`config.mk`:
```
export PLATFORM = sky130hd
export DESIGN_NAME = csv_stream_tokenizer
export DESIGN_NICKNAME = d
export VERILOG_FILES = /design/src/rtl/cst_pkg.sv /design/src/rtl/cst_front.sv /design/src/rtl/cst_back.sv /design/src/rtl/cst_res_fifo.sv /design/src/rtl/csv_stream_tokenizer.sv
export VERILOG_INCLUDE_DIRS = /design/src /design/src/rtl
export SDC_FILE = /design/constraint.sdc
export NUM_CORES = 1
export LEC_CHECK = 0
export BUFFER_PORTS_ARGS = -buffer_cell sky130_fd_sc_hd__buf_2
export CAP_MARGIN = 15
export CORE_MARGIN = 4
export CORE_UTILIZATION = 45
export CTS_BUF_LIST = sky130_fd_sc_hd__clkbuf_16
export DETAILED_ROUTE_END_ITERATION = 7
export PLACE_DENSITY_LB_ADDON = 0.12
export SLEW_MARGIN = 20
export SYNTH_ARGS = -nofsm -noshare
export SYNTH_HDL_FRONTEND = slang
export SYNTH_SLANG_ARGS = --single-unit
```
`constraint.sdc`:
```
create_clock -name clk_i -period 5.6 [get_ports clk_i]
set_input_delay 0.28 -clock clk_i [delete_from_list [all_inputs] [get_ports clk_i]]
set_output_delay 0.28 -clock clk_i [all_outputs]
set_load 0.005 [all_outputs]
```
`src/rtl/csv_stream_tokenizer_defines.svh`:
```
// Assertion macros shared by the tokenizer RTL.
`ifndef CSV_STREAM_TOKENIZER_DEFINES_SVH
`define CSV_STREAM_TOKENIZER_DEFINES_SVH

// Checked on every rising edge outside of reset.
`define CST_ASSERT(name, prop, msg) \
  name: assert property (@(posedge clk_i) disable iff (!rst_ni) prop) \
    else $error(msg);

// Checked on every rising edge, reset included.
`define CST_ASSERT_ALWAYS(name, prop, msg) \
  name: assert property (@(posedge clk_i) prop) else $error(msg);

`endif

```
`src/rtl/cst_pkg.sv`:
```
// Types and constants shared by the CSV stream tokenizer modules.
package cst_pkg;

  // One input request: a text byte or the end-of-input marker.
  typedef struct packed {
    logic       kind;
    logic [7:0] byte_value;
  } in_item_t;

  // One result request.
  typedef struct packed {
    logic [1:0] result_kind;
    logic [7:0] data_byte;
    logic       row_end;
    logic       last;
  } out_item_t;

  // Input kind codes.
  localparam logic KIND_TEXT = 1'b0;
  localparam logic KIND_EOI  = 1'b1;

  // Result kind codes.
  localparam logic [1:0] RK_BYTE        = 2'd0;
  localparam logic [1:0] RK_FIELD_END   = 2'd1;
  localparam logic [1:0] RK_ABANDONED   = 2'd2;
  localparam logic [1:0] RK_WS_OVERFLOW = 2'd3;

  // Configuration register indexes and reset values.
  localparam logic       CFG_SEP       = 1'b0;
  localparam logic       CFG_QUOTE     = 1'b1;
  localparam logic [7:0] SEP_RESET     = 8'd44;
  localparam logic [7:0] QUOTE_RESET   = 8'd34;

  // Characters with a fixed meaning.
  localparam logic [7:0] CHAR_TAB   = 8'd9;
  localparam logic [7:0] CHAR_LF    = 8'd10;
  localparam logic [7:0] CHAR_CR    = 8'd13;
  localparam logic [7:0] CHAR_SPACE = 8'd32;
  localparam logic [7:0] CHAR_HASH  = 8'd35;

  // Class the front end gives each input request.
  typedef enum logic [1:0] {
    CMD_TEXT,
    CMD_WS,
    CMD_NL,
    CMD_EOI
  } cmd_class_e;

  // Classified command passed from the front end to the back end.
  typedef struct packed {
    cmd_class_e cls;
    logic       is_hash;
    logic [7:0] data;
  } cmd_t;

  // Position within the current raw line; the spare code acts as a comment line.
  typedef enum logic [1:0] {
    PH_START   = 2'd0,
    PH_LINE    = 2'd1,
    PH_COMMENT = 2'd2
  } line_phase_e;

  // Back end sequencer states.
  typedef enum logic [2:0] {
    BK_IDLE,
    BK_REPLAY,
    BK_FINAL,
    BK_LF,
    BK_ABANDON
  } bk_state_e;

endpackage

```
`src/rtl/cst_front.sv`:
```
// Front end: classifies input requests and queues them for the back end.
module cst_front (
  input  logic             clk_i,
  input  logic             rst_ni,
  input  logic             push,
  output logic             full,
  input  cst_pkg::in_item_t item_i,
  output logic             cmd_valid_o,
  input  logic             cmd_ready_i,
  output cst_pkg::cmd_t    cmd_o
);

  localparam logic [1:0] CmdDepth = 2'd2;

  cst_pkg::cmd_t cmd_in;
  cst_pkg::cmd_t queue_q [2];
  logic          wr_ptr_q, rd_ptr_q;
  logic [1:0]    cnt_q;
  logic          do_push, do_pop;

  // Sort each request into end of input, line end, whitespace or other text.
  always_comb begin
    cmd_in.cls     = cst_pkg::CMD_TEXT;
    cmd_in.is_hash = (item_i.byte_value == cst_pkg::CHAR_HASH);
    cmd_in.data    = item_i.byte_value;
    if (item_i.kind == cst_pkg::KIND_EOI) begin
      cmd_in.cls = cst_pkg::CMD_EOI;
    end else if (item_i.byte_value == cst_pkg::CHAR_LF) begin
      cmd_in.cls = cst_pkg::CMD_NL;
    end else if (item_i.byte_value == cst_pkg::CHAR_SPACE ||
                 item_i.byte_value == cst_pkg::CHAR_TAB ||
                 item_i.byte_value == cst_pkg::CHAR_CR) begin
      cmd_in.cls = cst_pkg::CMD_WS;
    end
  end

  // Two-entry command queue.
  assign full        = (cnt_q == CmdDepth);
  assign cmd_valid_o = (cnt_q != 2'd0);
  assign do_push     = push && !full;
  assign do_pop      = cmd_valid_o && cmd_ready_i;
  assign cmd_o       = queue_q[rd_ptr_q];

  always_ff @(posedge clk_i or negedge rst_ni) begin
    if (!rst_ni) begin
      wr_ptr_q <= 1'b0;
      rd_ptr_q <= 1'b0;
      cnt_q    <= 2'd0;
    end else begin
      if (do_push) begin
        wr_ptr_q <= ~wr_ptr_q;
      end
      if (do_pop) begin
        rd_ptr_q <= ~rd_ptr_q;
      end
      cnt_q <= cnt_q + {1'b0, do_push} - {1'b0, do_pop};
    end
  end

  always_ff @(posedge clk_i) begin
    if (do_push) begin
      queue_q[wr_ptr_q] <= cmd_in;
    end
  end

endmodule

```
`src/rtl/cst_back.sv`:
```
// Back end: runs the line trimming and CSV parse, one result per cycle at most.
module cst_back #(
  parameter int unsigned WS_HOLD_DEPTH = 16
) (
  input  logic               clk_i,
  input  logic               rst_ni,
  input  logic [7:0]         sep_i,
  input  logic [7:0]         quote_i,
  input  logic               cmd_valid_i,
  output logic               cmd_ready_o,
  input  cst_pkg::cmd_t      cmd_i,
  output logic               res_push_o,
  output cst_pkg::out_item_t res_o,
  input  logic               res_full_i
);

  localparam int unsigned IdxW = (WS_HOLD_DEPTH > 1) ? $clog2(WS_HOLD_DEPTH) : 1;
  localparam int unsigned CntW = $clog2(WS_HOLD_DEPTH + 1);
  localparam logic [CntW-1:0] HoldMax = CntW'(WS_HOLD_DEPTH);

  typedef struct packed {
    logic in_quotes;
    logic quote_pending;
    logic emit;
    logic field_end;
  } parse_t;

  // Parse one byte of the trimmed line against the current quote state.
  function automatic parse_t parse_byte(input logic [7:0] c, input logic iq,
                                        input logic qp, input logic [7:0] sep,
                                        input logic [7:0] quo);
    parse_t p;
    logic   done;
    p           = '0;
    p.in_quotes = iq;
    done        = 1'b0;
    if (qp) begin
      if (c == quo) begin
        p.emit = 1'b1;
        done   = 1'b1;
      end else begin
        p.in_quotes = 1'b0;
      end
    end
    if (!done) begin
      if (p.in_quotes) begin
        if (c == quo) begin
          p.quote_pending = 1'b1;
        end else begin
          p.emit = 1'b1;
        end
      end else if (c == sep) begin
        p.emit      = 1'b1;
        p.field_end = 1'b1;
      end else if (c == quo) begin
        p.in_quotes = 1'b1;
      end else begin
        p.emit = 1'b1;
      end
    end
    return p;
  endfunction

  cst_pkg::bk_state_e   state_q, state_d;
  cst_pkg::line_phase_e phase_q, phase_d;
  logic                 iq_q, iq_d, qp_q, qp_d;
  logic [CntW-1:0]      count_q, count_d;
  logic [IdxW-1:0]      idx_q, idx_d;
  logic [CntW-1:0]      idx_nxt;
  cst_pkg::cmd_t        cur_q, cur_d;
  logic [7:0]           hold_mem [WS_HOLD_DEPTH];
  logic [7:0]           rdata_q;
  cst_pkg::out_item_t   pend_q, res;
  logic                 pend_valid_q, pend_closed_q;
  logic                 take, res_valid, step_end, apply_parse;
  logic                 wr_en, rd_en;
  logic [IdxW-1:0]      rd_addr;
  logic [7:0]           parse_c;
  parse_t               parsed;
  logic                 push_needed, adv;
  logic                 cr_case;

  assign idx_nxt = CntW'(idx_q) + 1'b1;

  // A line end inside open quotes turns into CR and LF field bytes.
  assign cr_case = (phase_q == cst_pkg::PH_LINE) && iq_q && !qp_q;

  // The byte to parse comes from the new command, the hold memory or the saved command.
  always_comb begin
    case (state_q)
      cst_pkg::BK_IDLE:   parse_c = cmd_i.data;
      cst_pkg::BK_REPLAY: parse_c = rdata_q;
      default:            parse_c = cur_q.data;
    endcase
  end

  assign parsed = parse_byte(parse_c, iq_q, qp_q, sep_i, quote_i);

  // Next state of the sequencer.
  always_comb begin
    state_d = state_q;
    unique case (state_q)
      cst_pkg::BK_IDLE: begin
        if (cmd_valid_i && cmd_i.cls == cst_pkg::CMD_TEXT &&
            phase_q == cst_pkg::PH_LINE && count_q != '0) begin
          state_d = cst_pkg::BK_REPLAY;
        end else if (cmd_valid_i && cr_case &&
                     (cmd_i.cls == cst_pkg::CMD_NL || cmd_i.cls == cst_pkg::CMD_EOI)) begin
          state_d = cst_pkg::BK_LF;
        end
      end
      cst_pkg::BK_REPLAY: begin
        if (idx_nxt == count_q) begin
          state_d = cst_pkg::BK_FINAL;
        end
      end
      cst_pkg::BK_FINAL:   state_d = cst_pkg::BK_IDLE;
      cst_pkg::BK_LF: begin
        state_d = (cur_q.cls == cst_pkg::CMD_EOI) ? cst_pkg::BK_ABANDON : cst_pkg::BK_IDLE;
      end
      cst_pkg::BK_ABANDON: state_d = cst_pkg::BK_IDLE;
      default:             state_d = cst_pkg::BK_IDLE;
    endcase
  end

  // Per-state work: result, parse state update and hold memory access.
  always_comb begin
    take        = 1'b0;
    res_valid   = 1'b0;
    res         = '0;
    step_end    = 1'b0;
    apply_parse = 1'b0;
    wr_en       = 1'b0;
    rd_en       = 1'b0;
    rd_addr     = idx_q;
    iq_d        = iq_q;
    qp_d        = qp_q;
    phase_d     = phase_q;
    count_d     = count_q;
    idx_d       = idx_q;
    cur_d       = cur_q;
    unique case (state_q)
      cst_pkg::BK_IDLE: begin
        if (cmd_valid_i) begin
          take  = 1'b1;
          cur_d = cmd_i;
          unique case (cmd_i.cls) inside
            cst_pkg::CMD_WS: begin
              step_end = 1'b1;
              if (phase_q == cst_pkg::PH_LINE) begin
                if (count_q < HoldMax) begin
                  wr_en   = 1'b1;
                  count_d = count_q + 1'b1;
                end else begin
                  res_valid       = 1'b1;
                  res.result_kind = cst_pkg::RK_WS_OVERFLOW;
                end
              end
            end
            cst_pkg::CMD_NL, cst_pkg::CMD_EOI: begin
              if (cr_case) begin
                res_valid       = 1'b1;
                res.result_kind = cst_pkg::RK_BYTE;
                res.data_byte   = cst_pkg::CHAR_CR;
              end else begin
                if (phase_q == cst_pkg::PH_LINE) begin
                  // A pending quote is closed by the line end.
                  iq_d            = 1'b0;
                  qp_d            = 1'b0;
                  res_valid       = 1'b1;
                  res.result_kind = cst_pkg::RK_FIELD_END;
                  res.row_end     = 1'b1;
                end else if (cmd_i.cls == cst_pkg::CMD_EOI && iq_q) begin
                  res_valid       = 1'b1;
                  res.result_kind = cst_pkg::RK_ABANDONED;
                end
                step_end = 1'b1;
                count_d  = '0;
                phase_d  = cst_pkg::PH_START;
                if (cmd_i.cls == cst_pkg::CMD_EOI) begin
                  iq_d = 1'b0;
                  qp_d = 1'b0;
                end
              end
            end
            default: begin
              unique case (phase_q)
                cst_pkg::PH_START: begin
                  step_end = 1'b1;
                  if (!iq_q && cmd_i.is_hash) begin
                    phase_d = cst_pkg::PH_COMMENT;
                  end else begin
                    phase_d     = cst_pkg::PH_LINE;
                    apply_parse = 1'b1;
                  end
                end
                cst_pkg::PH_LINE: begin
                  if (count_q == '0) begin
                    step_end    = 1'b1;
                    apply_parse = 1'b1;
                  end else begin
                    // Fetch the first held whitespace byte.
                    rd_en   = 1'b1;
                    rd_addr = '0;
                    idx_d   = '0;
                  end
                end
                default: step_end = 1'b1;
              endcase
            end
          endcase
        end
      end
      cst_pkg::BK_REPLAY: begin
        apply_parse = 1'b1;
        idx_d       = idx_nxt[IdxW-1:0];
        if (idx_nxt != count_q) begin
          rd_en   = 1'b1;
          rd_addr = idx_nxt[IdxW-1:0];
        end
      end
      cst_pkg::BK_FINAL: begin
        apply_parse = 1'b1;
        count_d     = '0;
        step_end    = 1'b1;
      end
      cst_pkg::BK_LF: begin
        res_valid       = 1'b1;
        res.result_kind = cst_pkg::RK_BYTE;
        res.data_byte   = cst_pkg::CHAR_LF;
        if (cur_q.cls != cst_pkg::CMD_EOI) begin
          step_end = 1'b1;
          count_d  = '0;
          phase_d  = cst_pkg::PH_START;
        end
      end
      cst_pkg::BK_ABANDON: begin
        res_valid       = 1'b1;
        res.result_kind = cst_pkg::RK_ABANDONED;
        step_end        = 1'b1;
        iq_d            = 1'b0;
        qp_d            = 1'b0;
        phase_d         = cst_pkg::PH_START;
        count_d         = '0;
      end
      default: ;
    endcase
    if (apply_parse) begin
      iq_d = parsed.in_quotes;
      qp_d = parsed.quote_pending;
      if (parsed.emit) begin
        res_valid       = 1'b1;
        res.result_kind = parsed.field_end ? cst_pkg::RK_FIELD_END : cst_pkg::RK_BYTE;
        res.data_byte   = parsed.field_end ? 8'd0 : parse_c;
      end
    end
  end

  // The newest result is held until the next result or step end fixes its last flag.
  assign push_needed = pend_valid_q && (res_valid || pend_closed_q || step_end);
  assign adv         = !(push_needed && res_full_i);
  assign res_push_o  = push_needed && adv;
  assign cmd_ready_o = take && adv;

  always_comb begin
    res_o      = pend_q;
    res_o.last = pend_closed_q || (step_end && !res_valid);
  end

  // Control registers.
  always_ff @(posedge clk_i or negedge rst_ni) begin
    if (!rst_ni) begin
      state_q       <= cst_pkg::BK_IDLE;
      phase_q       <= cst_pkg::PH_START;
      iq_q          <= 1'b0;
      qp_q          <= 1'b0;
      count_q       <= '0;
      idx_q         <= '0;
      pend_valid_q  <= 1'b0;
      pend_closed_q <= 1'b0;
    end else if (adv) begin
      state_q <= state_d;
      phase_q <= phase_d;
      iq_q    <= iq_d;
      qp_q    <= qp_d;
      count_q <= count_d;
      idx_q   <= idx_d;
      if (res_valid) begin
        pend_valid_q  <= 1'b1;
        pend_closed_q <= step_end;
      end else if (push_needed) begin
        pend_valid_q <= 1'b0;
      end
    end
  end

  // Payload registers.
  always_ff @(posedge clk_i) begin
    if (adv) begin
      cur_q <= cur_d;
      if (res_valid) begin
        pend_q <= res;
      end
    end
  end

  // Hold memory for interior whitespace, one write or one read per cycle.
  always_ff @(posedge clk_i) begin
    if (wr_en && adv) begin
      hold_mem[count_q[IdxW-1:0]] <= cmd_i.data;
    end
    if (rd_en && adv) begin
      rdata_q <= hold_mem[rd_addr];
    end
  end

endmodule

```
`src/rtl/cst_res_fifo.sv`:
```
// Two-entry result queue that drives the result ports.
module cst_res_fifo (
  input  logic               clk_i,
  input  logic               rst_ni,
  input  logic               push_i,
  input  cst_pkg::out_item_t data_i,
  output logic               full_o,
  output logic               empty_o,
  input  logic               pop_i,
  output cst_pkg::out_item_t data_o
);

  localparam logic [1:0] ResDepth = 2'd2;

  cst_pkg::out_item_t queue_q [2];
  logic               wr_ptr_q, rd_ptr_q;
  logic [1:0]         cnt_q;
  logic               do_push, do_pop;

  assign full_o  = (cnt_q == ResDepth);
  assign empty_o = (cnt_q == 2'd0);
  assign do_push = push_i && !full_o;
  assign do_pop  = pop_i && !empty_o;
  assign data_o  = queue_q[rd_ptr_q];

  // Pointers and fill count.
  always_ff @(posedge clk_i or negedge rst_ni) begin
    if (!rst_ni) begin
      wr_ptr_q <= 1'b0;
      rd_ptr_q <= 1'b0;
      cnt_q    <= 2'd0;
    end else begin
      if (do_push) begin
        wr_ptr_q <= ~wr_ptr_q;
      end
      if (do_pop) begin
        rd_ptr_q <= ~rd_ptr_q;
      end
      cnt_q <= cnt_q + {1'b0, do_push} - {1'b0, do_pop};
    end
  end

  always_ff @(posedge clk_i) begin
    if (do_push) begin
      queue_q[wr_ptr_q] <= data_i;
    end
  end

endmodule

```
`src/rtl/csv_stream_tokenizer.sv`:
```
// Top level of the CSV stream tokenizer: config registers, front end, back end, result queue.
//
//   channel   direction  handshake               payload
//   input     in         push / full             item_i (kind, byte_value)
//   result    out        empty / pop             result_o (result_kind, data_byte, row_end, last)
//   config    in         cfg_valid_i/cfg_ready_o cfg_index_i, cfg_data_i
//
// Whitespace, line ends that do not sit inside open quotes, comment bytes and bytes with no
// held whitespace are handled in the idle state alone; a byte after held whitespace first
// reads the hold memory through its single read port, then replays each held byte and is
// parsed last. A line end inside open quotes on a started line gives CR and then LF, and
// end of input there adds an abandon result. Reset is asynchronous, with no clearing pass.
// The back end stalls only while a result waits on a full result queue. The input queue holds two requests.
`include "csv_stream_tokenizer_defines.svh"

module csv_stream_tokenizer #(
  parameter int unsigned WS_HOLD_DEPTH = 16
) (
  input  logic               clk_i,
  input  logic               rst_ni,
  input  logic               push,
  output logic               full,
  input  cst_pkg::in_item_t  item_i,
  output logic               empty,
  input  logic               pop,
  output cst_pkg::out_item_t result_o,
  input  logic               cfg_valid_i,
  output logic               cfg_ready_o,
  input  logic               cfg_index_i,
  input  logic [7:0]         cfg_data_i
);

  logic [7:0]         sep_q, quote_q;
  logic               cmd_valid, cmd_ready;
  cst_pkg::cmd_t      cmd;
  logic               res_push, res_full;
  cst_pkg::out_item_t res;

  // Configuration registers are always ready.
  assign cfg_ready_o = 1'b1;

  always_ff @(posedge clk_i or negedge rst_ni) begin
    if (!rst_ni) begin
      sep_q   <= cst_pkg::SEP_RESET;
      quote_q <= cst_pkg::QUOTE_RESET;
    end else if (cfg_valid_i && cfg_ready_o) begin
      unique case (cfg_index_i)
        cst_pkg::CFG_SEP:   sep_q   <= cfg_data_i;
        cst_pkg::CFG_QUOTE: quote_q <= cfg_data_i;
        default: ;
      endcase
    end
  end

  cst_front u_front (
    .clk_i       (clk_i),
    .rst_ni      (rst_ni),
    .push        (push),
    .full        (full),
    .item_i      (item_i),
    .cmd_valid_o (cmd_valid),
    .cmd_ready_i (cmd_ready),
    .cmd_o       (cmd)
  );

  cst_back #(
    .WS_HOLD_DEPTH (WS_HOLD_DEPTH)
  ) u_back (
    .clk_i       (clk_i),
    .rst_ni      (rst_ni),
    .sep_i       (sep_q),
    .quote_i     (quote_q),
    .cmd_valid_i (cmd_valid),
    .cmd_ready_o (cmd_ready),
    .cmd_i       (cmd),
    .res_push_o  (res_push),
    .res_o       (res),
    .res_full_i  (res_full)
  );

  cst_res_fifo u_res_fifo (
    .clk_i   (clk_i),
    .rst_ni  (rst_ni),
    .push_i  (res_push),
    .data_i  (res),
    .full_o  (res_full),
    .empty_o (empty),
    .pop_i   (pop),
    .data_o  (result_o)
  );

  // Consistency checks across the front end, back end and result queue.
  `CST_ASSERT_ALWAYS(a_no_full_in_reset, !rst_ni |=> !full, "input queue full during reset")
  `CST_ASSERT(a_push_has_room, res_push |-> !res_full, "result pushed into a full queue")
  `CST_ASSERT(a_take_has_cmd, cmd_ready |-> cmd_valid, "back end took a missing command")
  `CST_ASSERT(a_empty_holds, (empty && !res_push) |=> empty, "result appeared without a push")

endmodule

```
==> metrics.csv, run 1 <==
metric,value,unit
Area Growth Syn to Fin,14.4,%
Rows,56,
leading post-synthesis cells by cell area,"edfxtp_1 (56%), dfrtp_1 (8.4%), mux2_2 (7.2%)",
"count leader, synth",edfxtp_1,
final worst clock skew,0.0136,ns
GR Overflow Total,0,
largest net degree at the start of global routing,43,
Mean Syn Cell Area,14.6,sq um
die area,26900,sq um
die width,164,um
Synth Area in Simple Gates,8.06,%
post-synth top area share,55.6,%
Final period util,84.2,%
FMAX,0.212,GHz
status,finished clean,
H-tree depth,1,
Vias,6489,
Final setup viols,0,
crit path launch type,flop,
main combinational cell family by area after synthesis,multiplexers,
cell taking the most area after synthesis,edfxtp_1,
routed length per instance,20.6,um
fin nets,851,
Post-CTS Setup Bufs,0,
CTS Sinks,245,
share of cells above drive strength 1,23.6,%
Synth Instances,753,
initial antenna violation count,0,
maxcap violations,0,
crit-path max FO,33,
CTS buffer count,27,
WHS,0.0231,ns
share of the yosys chip area belonging to registers,65.2,%
TritonCTS clock tree,yes,
vias in the first global route,6639,
number of synthesized flops with an enable pin,203,
syn_nets,785,
first-pass GRT wire length,37300,um
Routed WL,23900,um
worst vdd rail ir drop,0.252,mV
PwrDens,586,nW/um^2
Syn Std Cell Area,11000,sq um
DRT iter0 DRCs,443,
initial core utilization,46.2,%
HP Class,in -> reg,
I/O Buffers,36,
Crit Path Class,reg -> reg,
Lkg Pwr,4.51,nW
I/O pin total,38,
worst path required time,5.87,ns
fin crit period,4.72,ns
#FFs+latches synth,245,
vias per cell,5.60,
compound-gate portion of the synthesized area,7.71,%
synth unique cells,66,
max-slew violation count,0,
YS warnings,0,
drc violations,0,
"CTS clk-pin slew, worst paths",0.06,ns
Worst Path Arrival,4.99,ns
first drt pass iteration count,5,
DP HPWL,15800,um
mux contribution to synthesized area,12.8,%
RSZ-0062 raised after global routing,no,
slew margin rel.,36.8,%
GRT Total Usage,17.9,%
GP Congestion,0.804,
ANT nets after route,0,
Final Util,52.8,%
core area,23800,sq um
clock buffer depth,3,
"Hold Violations, Final",0,
setup TNS,0,ns
Synth Flop Type,edfxtp_1,
Crit. End Element,flop,
asr flop ratio synth,17.1,%
xor and xnor area share after synthesis,2.44,%
Die Y-Extent,164,um
Adder-Cell Fraction of Synth Area,1.03,%
Worst-Margin Slew,0.944,ns
Skew-Pair Late Insertion Delay,0.53,ns
Post-synth top cells,"edfxtp_1 (203), mux2_2 (70), mux2i_1 (55), nor2_1 (41), dfrtp_1 (37)",
clock root buffer,clkbuf_16,
layer usage:
| layer | part of all wire (%) | global-route usage (%) | up-vias |
|---|---|---|---|
| met1 | 47 | 26.1 | 3243 |
| li1 | - | - | 3036 |
| met5 | 0 | 0 | - |
| met2 | 46 | 28.1 | 169 |
| met4 | 2.3 | 4.57 | 0 |
| met3 | 4.9 | 2.96 | 41 |
registers in the layout, summed over array words and instances, names as in the netlist, 3 cells and up:
signal / cells
quote_q: 8
sep_q: 8
u_back.count_q: 5
u_back.cur_q: 10
u_back.hold_mem: 128
u_back.idx_q: 4
u_back.rdata_q: 8
u_back.res_o: 11
u_back.state_q: 3
u_front.queue_q: 22
u_res_fifo.queue_q: 24
what timing repair did:
| item | in CTS | in global routing |
|---|---|---|
| endpoints found under the hold margin | 65 | 0 |
| hold buffers | 16 | 0 |
| resized for setup | 0 | 0 |
cell families (layout without fill, tap and decap cells):
family / Yosys count / after routing
DFF: 245 / 245
and+or+nand+nor: 168 / 168
muxes: 130 / 130
AOI/OAI and AO/OA: 109 / 109
buffers and inverters: 62 / 148
xor gates and xnor gates: 29 / 29
adders and majority gates: 9 / 9
other: 1 / 2
report_power, final:
group	leakage [nW]	switching, mW	internal (mW)
clock network	0.435	0.682	0.945
logic	1.70	1.75	1.16
registers	2.37	0.243	2.57
cell usage in the layout, fill, tap and decap left out, types with 26 or more instances in the layout:
cell type	instances
a21oi_1	31
buf_4	29
nor2_1	41
edfxtp_1	203
mux2_2	70
nand2_1	34
dfrtp_1	37
buf_2	35
clkbuf_16	28
inv_1	26
mux2i_1	55
critical path, stage by stage (launching register included):
cell and delay, ns:
dfrtp_1 0.48, ha_1 0.34, o21ba_1 0.20, a221o_1 0.38, a2111oi_4 0.65, mux2i_1 0.22, o2bb2ai_4 0.60, buf_4 0.62
mux2i_1 0.31, mux2_2 0.19, o22ai_1 0.13, a221o_1 0.31
final timing paths:
kind / endpoint / depth (start not counted) / slack [ns] / startpoint
max in group asynchronous: u_back.count_q[0] / 2 / 4.89 / rst_ni
setup / recovery: u_back.rdata_q[4] / 11 / 0.88 / u_back.idx_q[0]
setup reg to reg: u_back.rdata_q[4] / 11 / 0.88 / u_back.idx_q[0]
min in group asynchronous: quote_q[3] / 2 / 0.30 / rst_ni
hold reg to reg: u_res_fifo.queue_q[0][4] / 0 / 0.44 / u_back.res_o[4]
hold / removal: quote_q[2] / 2 / 0.02 / cfg_data_i[2]
through the flow:
stage	setup slack [ns]	instances	total power, mW	cell area [sq um]
after floorplan	1.51	753	4.92	11000
after global placement	0.920	1093	5.69	11600
after detailed placement	0.861	1093	5.76	11600
after CTS	0.865	1158	7.42	12500
after global routing	0.594	1158	7.77	12500
final	0.883	1159	7.35	12500
layout make-up:
class | instances | area [sq um]
Clock buffer | 28 | 701
Fill cell | 2005 | 11200
Multi-Input combinational cell | 446 | 3540
Antenna cell | 1 | 2.50
Clock inverter | 21 | 124
Tap cell | 319 | 399
Inverter | 19 | 71.3
Timing Repair Buffer | 80 | 553
Sequential cell | 245 | 7150
(Power assumes the default switching activity.)
==> inputs of run 2 (changes only) <==
--- a/config.mk
+++ b/config.mk
@@ -6,6 +6,7 @@
 export SDC_FILE = /design/constraint.sdc
 export NUM_CORES = 1
 export LEC_CHECK = 0
+export ABC_AREA = 1
 export BUFFER_PORTS_ARGS = -buffer_cell sky130_fd_sc_hd__buf_2
 export CAP_MARGIN = 15
 export CORE_MARGIN = 4
==> constraint.sdc (replaced) <==
create_clock -name clk_i -period 3.8 [get_ports clk_i]
set_input_delay 0.19 -clock clk_i [delete_from_list [all_inputs] [get_ports clk_i]]
set_output_delay 0.19 -clock clk_i [all_outputs]
set_load 0.005 [all_outputs]
==> metrics.csv, run 2 <==
metric,value,unit,change
mux contribution to synthesized area,0,%,-13 points
asr flop ratio synth,17.1,%,unchanged
first-pass GRT wire length,41500,um,+11%
power share of the combinational group,40.6,%,+1.0 points
Pint,6.81,mW,+46%
die width,167,um,+1.7%
placed cell count,1457,,+33%
max reg flops,128,,unchanged
leading post-synthesis cells by cell area,"edfxtp_1 (54%), nand2_1 (9.7%), dfrtp_1 (8.1%)",,
share of cells above drive strength 1,12.5,%,-11 points
Syn Std Cell Area,11400,sq um,+3.6%
clock root buffer,clkbuf_16,,
routed length per instance,17.0,um,-17%
clock network fraction of total power,22.9,%,+0.8 points
switching share of power,39.4,%,+3.1 points
Routed WL,26000,um,+8.6%
Crit Path Class,reg -> reg,,
final worst clock skew,0.0144,ns,+0.000774 ns
TritonCTS clock tree,yes,,
cell area after layout,13000,sq um,+3.4%
crit-path cells,inv_1 > nand2_2 > nor2_2 > nand2_1 > nand3_2 > xnor2_1 > nor2_1 > nand2_1 > nor2_2 > o211ai_2 > nand2_2 > nand3_2 > nand3_4 > nand3_4 > nor2_2,,
post-synth top area share,53.6,%,-1.9 points
PwrDens,866,nW/um^2,+48%
Post-synth top cells,"nand2_1 (295), edfxtp_1 (203), inv_1 (146), nand3_1 (108), nor2_1 (56)",,
initial antenna violation count,0,,unchanged
Layout Cells excl Fill,1524,,+31%
clock buffer depth,3,,unchanged
fin crit period,3.40,ns,-1.32 ns
Area Growth Syn to Fin,14.2,%,
crit-path max FO,16,,-52%
Placed Area,11900,sq um,+3.0%
Mean Syn Cell Area,10.2,sq um,-30%
Final period util,89.4,%,+5.1 points
initial core utilization,46.2,%,about the same
fin nets,1213,,+43%
Vias,7839,,+21%
CTS Sinks,245,,unchanged
Rows,57,,+1.8%
Die Y-Extent,167,um,+1.7%
I/O pin total,38,,unchanged
number of synthesized flops with an enable pin,203,,unchanged
worst path required time,3.97,ns,-1.90 ns
Ant. Diodes,0,,-1
HP Class,in -> reg,,
H-tree depth,1,,unchanged
Sw Pwr,4.43,mW,+66%
Worst path max stage delay,0.47,ns,-0.18 ns
WP buf/inv,1,,unchanged
Synth Flop Type,edfxtp_1,,
status,finished clean,,
GR Overflow Total,0,,unchanged
DP Worst Slack,0.436,ns,-0.425 ns
die area,27900,sq um,+3.4%
drc violations,0,,unchanged
largest net degree at the start of global routing,57,,+33%
setup TNS,0,ns,unchanged
main combinational cell family by area after synthesis,simple AND/OR/NAND/NOR gates,,
Final setup viols,0,,unchanged
CTS buffer count,27,,unchanged
max-slew violation count,0,,unchanged
#FFs+latches synth,245,,unchanged
share of the yosys chip area belonging to registers,62.9,%,-2.3 points
Final Util,52.7,%,-0.085 points
RSZ-0062 raised after global routing,no,,
GRT Total Usage,18.6,%,+0.74 points
Lkg Pwr,5.31,nW,+18%
Final WS setup,0.405,ns,-0.478 ns
crit path launch type,flop,,
cell taking the most area after synthesis,edfxtp_1,,
vias per cell,5.14,,-8.1%
ANT nets after route,0,,unchanged
first drt pass iteration count,5,,unchanged
cell family with most CP delay,simple AND/OR/NAND/NOR gates,,
maxcap violations,0,,unchanged
slowest CP cell,nor2_2,,
YS warnings,0,,unchanged
CP most frequent cell,nor2_2,,
compound-gate portion of the synthesized area,6.63,%,-1.1 points
slew margin rel.,33.9,%,-3.0 points
xor and xnor area share after synthesis,1.54,%,-0.90 points
Skew-Pair Late Insertion Delay,0.52,ns,about the same
"CTS clk-pin slew, worst paths",0.06,ns,about the same
Seq pwr share,36.5,%,-1.8 points
most frequent cells in the layout,"nand2_1 (295), edfxtp_1 (203), inv_1 (149)",,
FMAX,0.295,GHz,+39%
Synth Instances,1110,,+47%
synth unique cells,46,,-30%
Worst Path Arrival,3.56,ns,-1.43 ns
Crit. End Element,flop,,
"Hold Violations, Final",0,,unchanged
core area,24600,sq um,+3.6%
worst vdd rail ir drop,0.420,mV,+66%
I/O Buffers,36,,unchanged
Adder-Cell Fraction of Synth Area,0.991,%,-0.036 points
DP HPWL,17800,um,+13%
"count leader, synth",nand2_1,,
GP Congestion,0.889,,+11%
syn_nets,1142,,+45%
vias in the first global route,7442,,+12%
Synth Area in Simple Gates,20.5,%,+12 points
DRT iter0 DRCs,695,,+57%
Worst-Margin Slew,0.988,ns,+0.0444 ns
"leading cell type in the layout, fill and taps excluded",nand2_1,,
==> run 2: cell count changes after synthesis, sizes merged, moves of 30 or more <==
cell    before  now
o211ai       0   50
o21ai       12   45
mux2i       55    0
mux2        75    0
nand2       34  302
inv         19  151
nand3       10  115
nor2        41   71
==> run 2: tightest hold or removal path, cell delays in order <==
cell,delay [ns]
buf_2,0.07
o21ai_0,0.14
inv_1,0.11
nor2_1,0.05
nor2_1,0.07
==> run 2: timing repair <==
item | CTS | global route
setup buffers | 0 | 0
hold endpoints to repair | 74 | 0
gates resized for setup | 0 | 0
hold buffers | 19 | 0
==> run 2: stage by stage <==
stage	hold WS [ns]	power (mW)
2_1_floorplan	-0.106	7.37
3_3_place_gp	0.321	8.69
3_5_place_dp	0.325	8.73
4_1_cts	0.116	11.3
5_1_grt	0.178	12.1
6_report	0.139	11.2
==> run 2: power by group through the flow <==
stage               combinational [mW]  sequential [mW]  clock [mW]
floorplan                         3.33             4.04           0
global placement                  4.54             4.15           0
detailed placement                4.57             4.16           0
CTS                               4.60             4.10        2.63
global route                      5.18             4.15        2.75
finish                            4.56             4.10        2.58
==> run 2: final cells by class <==
type	instances	area [sq um]
Clock buffer	27	676
Inverter	151	567
Clock inverter	21	204
Fill cell	2213	11600
Sequential cell	245	7150
Timing Repair Buffer	82	598
Tap cell	324	405
Multi-Input combinational cell	674	3370
==> run 2: per-layer routing <==
metal	wire length [um]	track usage, %	up-vias
li1	-	-	3884
met5	0	0	-
met3	1570	2.61	34
met2	11400	28.1	236
met1	12500	28.6	3685
met4	535	4.66	0
==> run 2: worst paths after layout <==
check                           depth (start not counted)                  endpoint               from  slack (ns)
min in group asynchronous                               3                quote_q[7]             rst_ni        0.28
worst min register to register                          0  u_res_fifo.queue_q[1][3]    u_back.res_o[3]        0.44
worst max register to register                         15     u_back.hold_mem[6][5]  u_back.state_q[1]        0.40
max in group asynchronous                               3      u_back.pend_closed_q             rst_ni        3.09
worst min-delay path                                    5          u_front.wr_ptr_q               push        0.14
worst max-delay path                                   15     u_back.hold_mem[6][5]  u_back.state_q[1]        0.40
==> run 2: kinds of logic after synthesis <==
logic type,after synthesis
AO/OA/AOI/OAI,116
XOR/XNOR,20
adder cells (fa/ha/maj),9
buffers and inverters,191
flip-flops,245
other,1
AND/OR/NAND/NOR,528
==> inputs of run 3 (changes only) <==
--- a/config.mk
+++ b/config.mk
@@ -9,6 +9,8 @@
 export ABC_AREA = 1
 export BUFFER_PORTS_ARGS = -buffer_cell sky130_fd_sc_hd__buf_2
 export CAP_MARGIN = 15
+export CELL_PAD_IN_SITES_DETAIL_PLACEMENT = 1
+export CELL_PAD_IN_SITES_GLOBAL_PLACEMENT = 1
 export CORE_MARGIN = 4
 export CORE_UTILIZATION = 45
 export CTS_BUF_LIST = sky130_fd_sc_hd__clkbuf_16
==> metrics.csv, run 3 (synthesis results as in run 2) <==
metric,value,unit,change
status,finished clean,,
Area Growth Syn to Fin,13.9,%,
routed length per instance,18.6,um,+9.4%
setup TNS,0,ns,unchanged
most frequent cells in the layout,"nand2_1 (295), edfxtp_1 (203), inv_1 (158)",,
first-pass GRT wire length,46300,um,+12%
initial antenna violation count,0,,unchanged
drc violations,0,,unchanged
RSZ-0062 raised after global routing,no,,
crit-path max FO,16,,unchanged
Worst Path Arrival,3.59,ns,+0.03 ns
max-slew violation count,0,,unchanged
Final setup viols,0,,unchanged
vias in the first global route,8262,,+11%
GR Overflow Total,0,,unchanged
Crit. End Element,flop,,
FMAX,0.293,GHz,-0.55%
clock root buffer,clkbuf_16,,
core area,24600,sq um,unchanged
Vias,8055,,+2.8%
max reg flops,128,,unchanged
Final WS setup,0.386,ns,-0.0186 ns
H-tree depth,1,,unchanged
Worst-Margin Slew,0.994,ns,+0.00563 ns
CTS buffer count,27,,unchanged
slew margin rel.,33.5,%,-0.38 points
largest net degree at the start of global routing,43,,-25%
Skew-Pair Late Insertion Delay,0.54,ns,+0.02 ns
GP Congestion,0.864,,-2.8%
Routed WL,28600,um,+10%
GRT Total Usage,20.7,%,+2.1 points
DP Worst Slack,0.247,ns,-0.189 ns
die width,167,um,unchanged
CTS Sinks,245,,unchanged
Die Y-Extent,167,um,unchanged
"leading cell type in the layout, fill and taps excluded",nand2_1,,
HP Class,in -> reg,,
crit path launch type,flop,,
"Power, Total",11.2,mW,-0.19%
"CTS clk-pin slew, worst paths",0.06,ns,about the same
Ant. Diodes,0,,unchanged
"Hold Violations, Final",0,,unchanged
die area,27900,sq um,unchanged
Filler Cells Inserted,2738,,+24%
clock buffer depth,3,,unchanged
ANT nets after route,0,,unchanged
initial core utilization,46.2,%,unchanged
multi-input logic area,3390,sq um,+0.44%
DP HPWL,20100,um,+13%
Rows,57,,unchanged
Layout Cells excl Fill,1532,,+0.52%
fin crit period,3.41,ns,+0.0186 ns
first drt pass iteration count,5,,unchanged
Final period util,89.8,%,+0.49 points
worst vdd rail ir drop,0.403,mV,-4.0%
vias per cell,5.26,,+2.2%
Crit Path Class,reg -> reg,,
WHS,0.0417,ns,-0.0975 ns
TritonCTS clock tree,yes,,
final worst clock skew,0.0231,ns,+0.00874 ns
Lkg Pwr,5.32,nW,+0.28%
placed cell count,1465,,+0.55%
PwrDens,867,nW/um^2,about the same
fin nets,1220,,+0.58%
DRT iter0 DRCs,533,,-23%
I/O pin total,38,,unchanged
I/O Buffers,36,,unchanged
maxcap violations,0,,unchanged
register area,7150,sq um,unchanged
worst path required time,3.97,ns,about the same
share of cells above drive strength 1,12.6,%,+0.083 points
==> run 3: cell types whose count changed in the layout (fill, tap and decap cells not counted), moves of 2 or more <==
cell,delta
buf_4,+8
bufinv_16,-4
clkinv_1,-2
clkinv_2,-4
inv_1,+9
nor2_2,-2
nor2_4,+2
==> run 3: metrics by stage <==
step / util (%) / area, sq um
after floorplan: - / 11400
after global placement: 48.7 / 12000
after detailed placement: 48.7 / 12000
after CTS: 52.6 / 12900
after global routing: 52.6 / 12900
final: 52.6 / 12900
==> run 3: worst max-delay path: stages (launching register included) <==
cell      delay (ns)
dfrtp_1         0.42
inv_1           0.15
nand2_2         0.11
nor2_4          0.28
nand2_1         0.15
nand3_1         0.16
xnor2_1         0.09
nor2_1          0.14
nand2_1         0.09
nor2_2          0.15
o211ai_2        0.13
nand2_2         0.12
nand3_2         0.12
nand3_4         0.15
nand3_4         0.26
nor2_2          0.53
==> run 3: what timing repair did <==
action | in CTS | in global routing
setup endpoints to repair | 0 | 30
resized for setup | 0 | 2
buffers inserted | 0 | 0
hold buffers | 18 | 0
endpoints found under the hold margin | 73 | 0
==> run 3: worst paths after layout <==
kind | depth (start not counted) | slack (ns) | end | from
max in group asynchronous | 3 | 3.09 | u_back.state_q[0] | rst_ni
worst min register to register | 0 | 0.44 | u_res_fifo.queue_q[0][6] | u_back.res_o[6]
min in group asynchronous | 3 | 0.26 | sep_q[7] | rst_ni
worst min-delay path | 3 | 0.04 | u_res_fifo.rd_ptr_q | pop
worst max register to register | 15 | 0.39 | u_back.hold_mem[7][1] | u_back.state_q[1]
worst max-delay path | 15 | 0.39 | u_back.hold_mem[7][1] | u_back.state_q[1]
==> run 3: per-layer routing <==
layer | up-vias | wire [um] | GRT usage (%)
met5 | - | 0 | 0
met4 | 0 | 560 | 4.80
met3 | 45 | 1460 | 2.61
met2 | 175 | 13200 | 33.0
met1 | 3944 | 13300 | 30.7
li1 | 3891 | - | -
==> run 3: area by class of cell <==
class,instances,share of cell area [%]
inverters,151,4.38
well taps,324,3.13
clock inverters,22,0.822
repair buffers,89,5.01
clock buffers,27,5.22
flip-flops and latches,245,55.3
multi-input cells,674,26.2
==> run 3: where the power goes <==
part | switching, mW | internal [mW]
Sequential | 0.264 | 3.85
Clock | 1.03 | 1.29
Combinational | 3.32 | 1.47
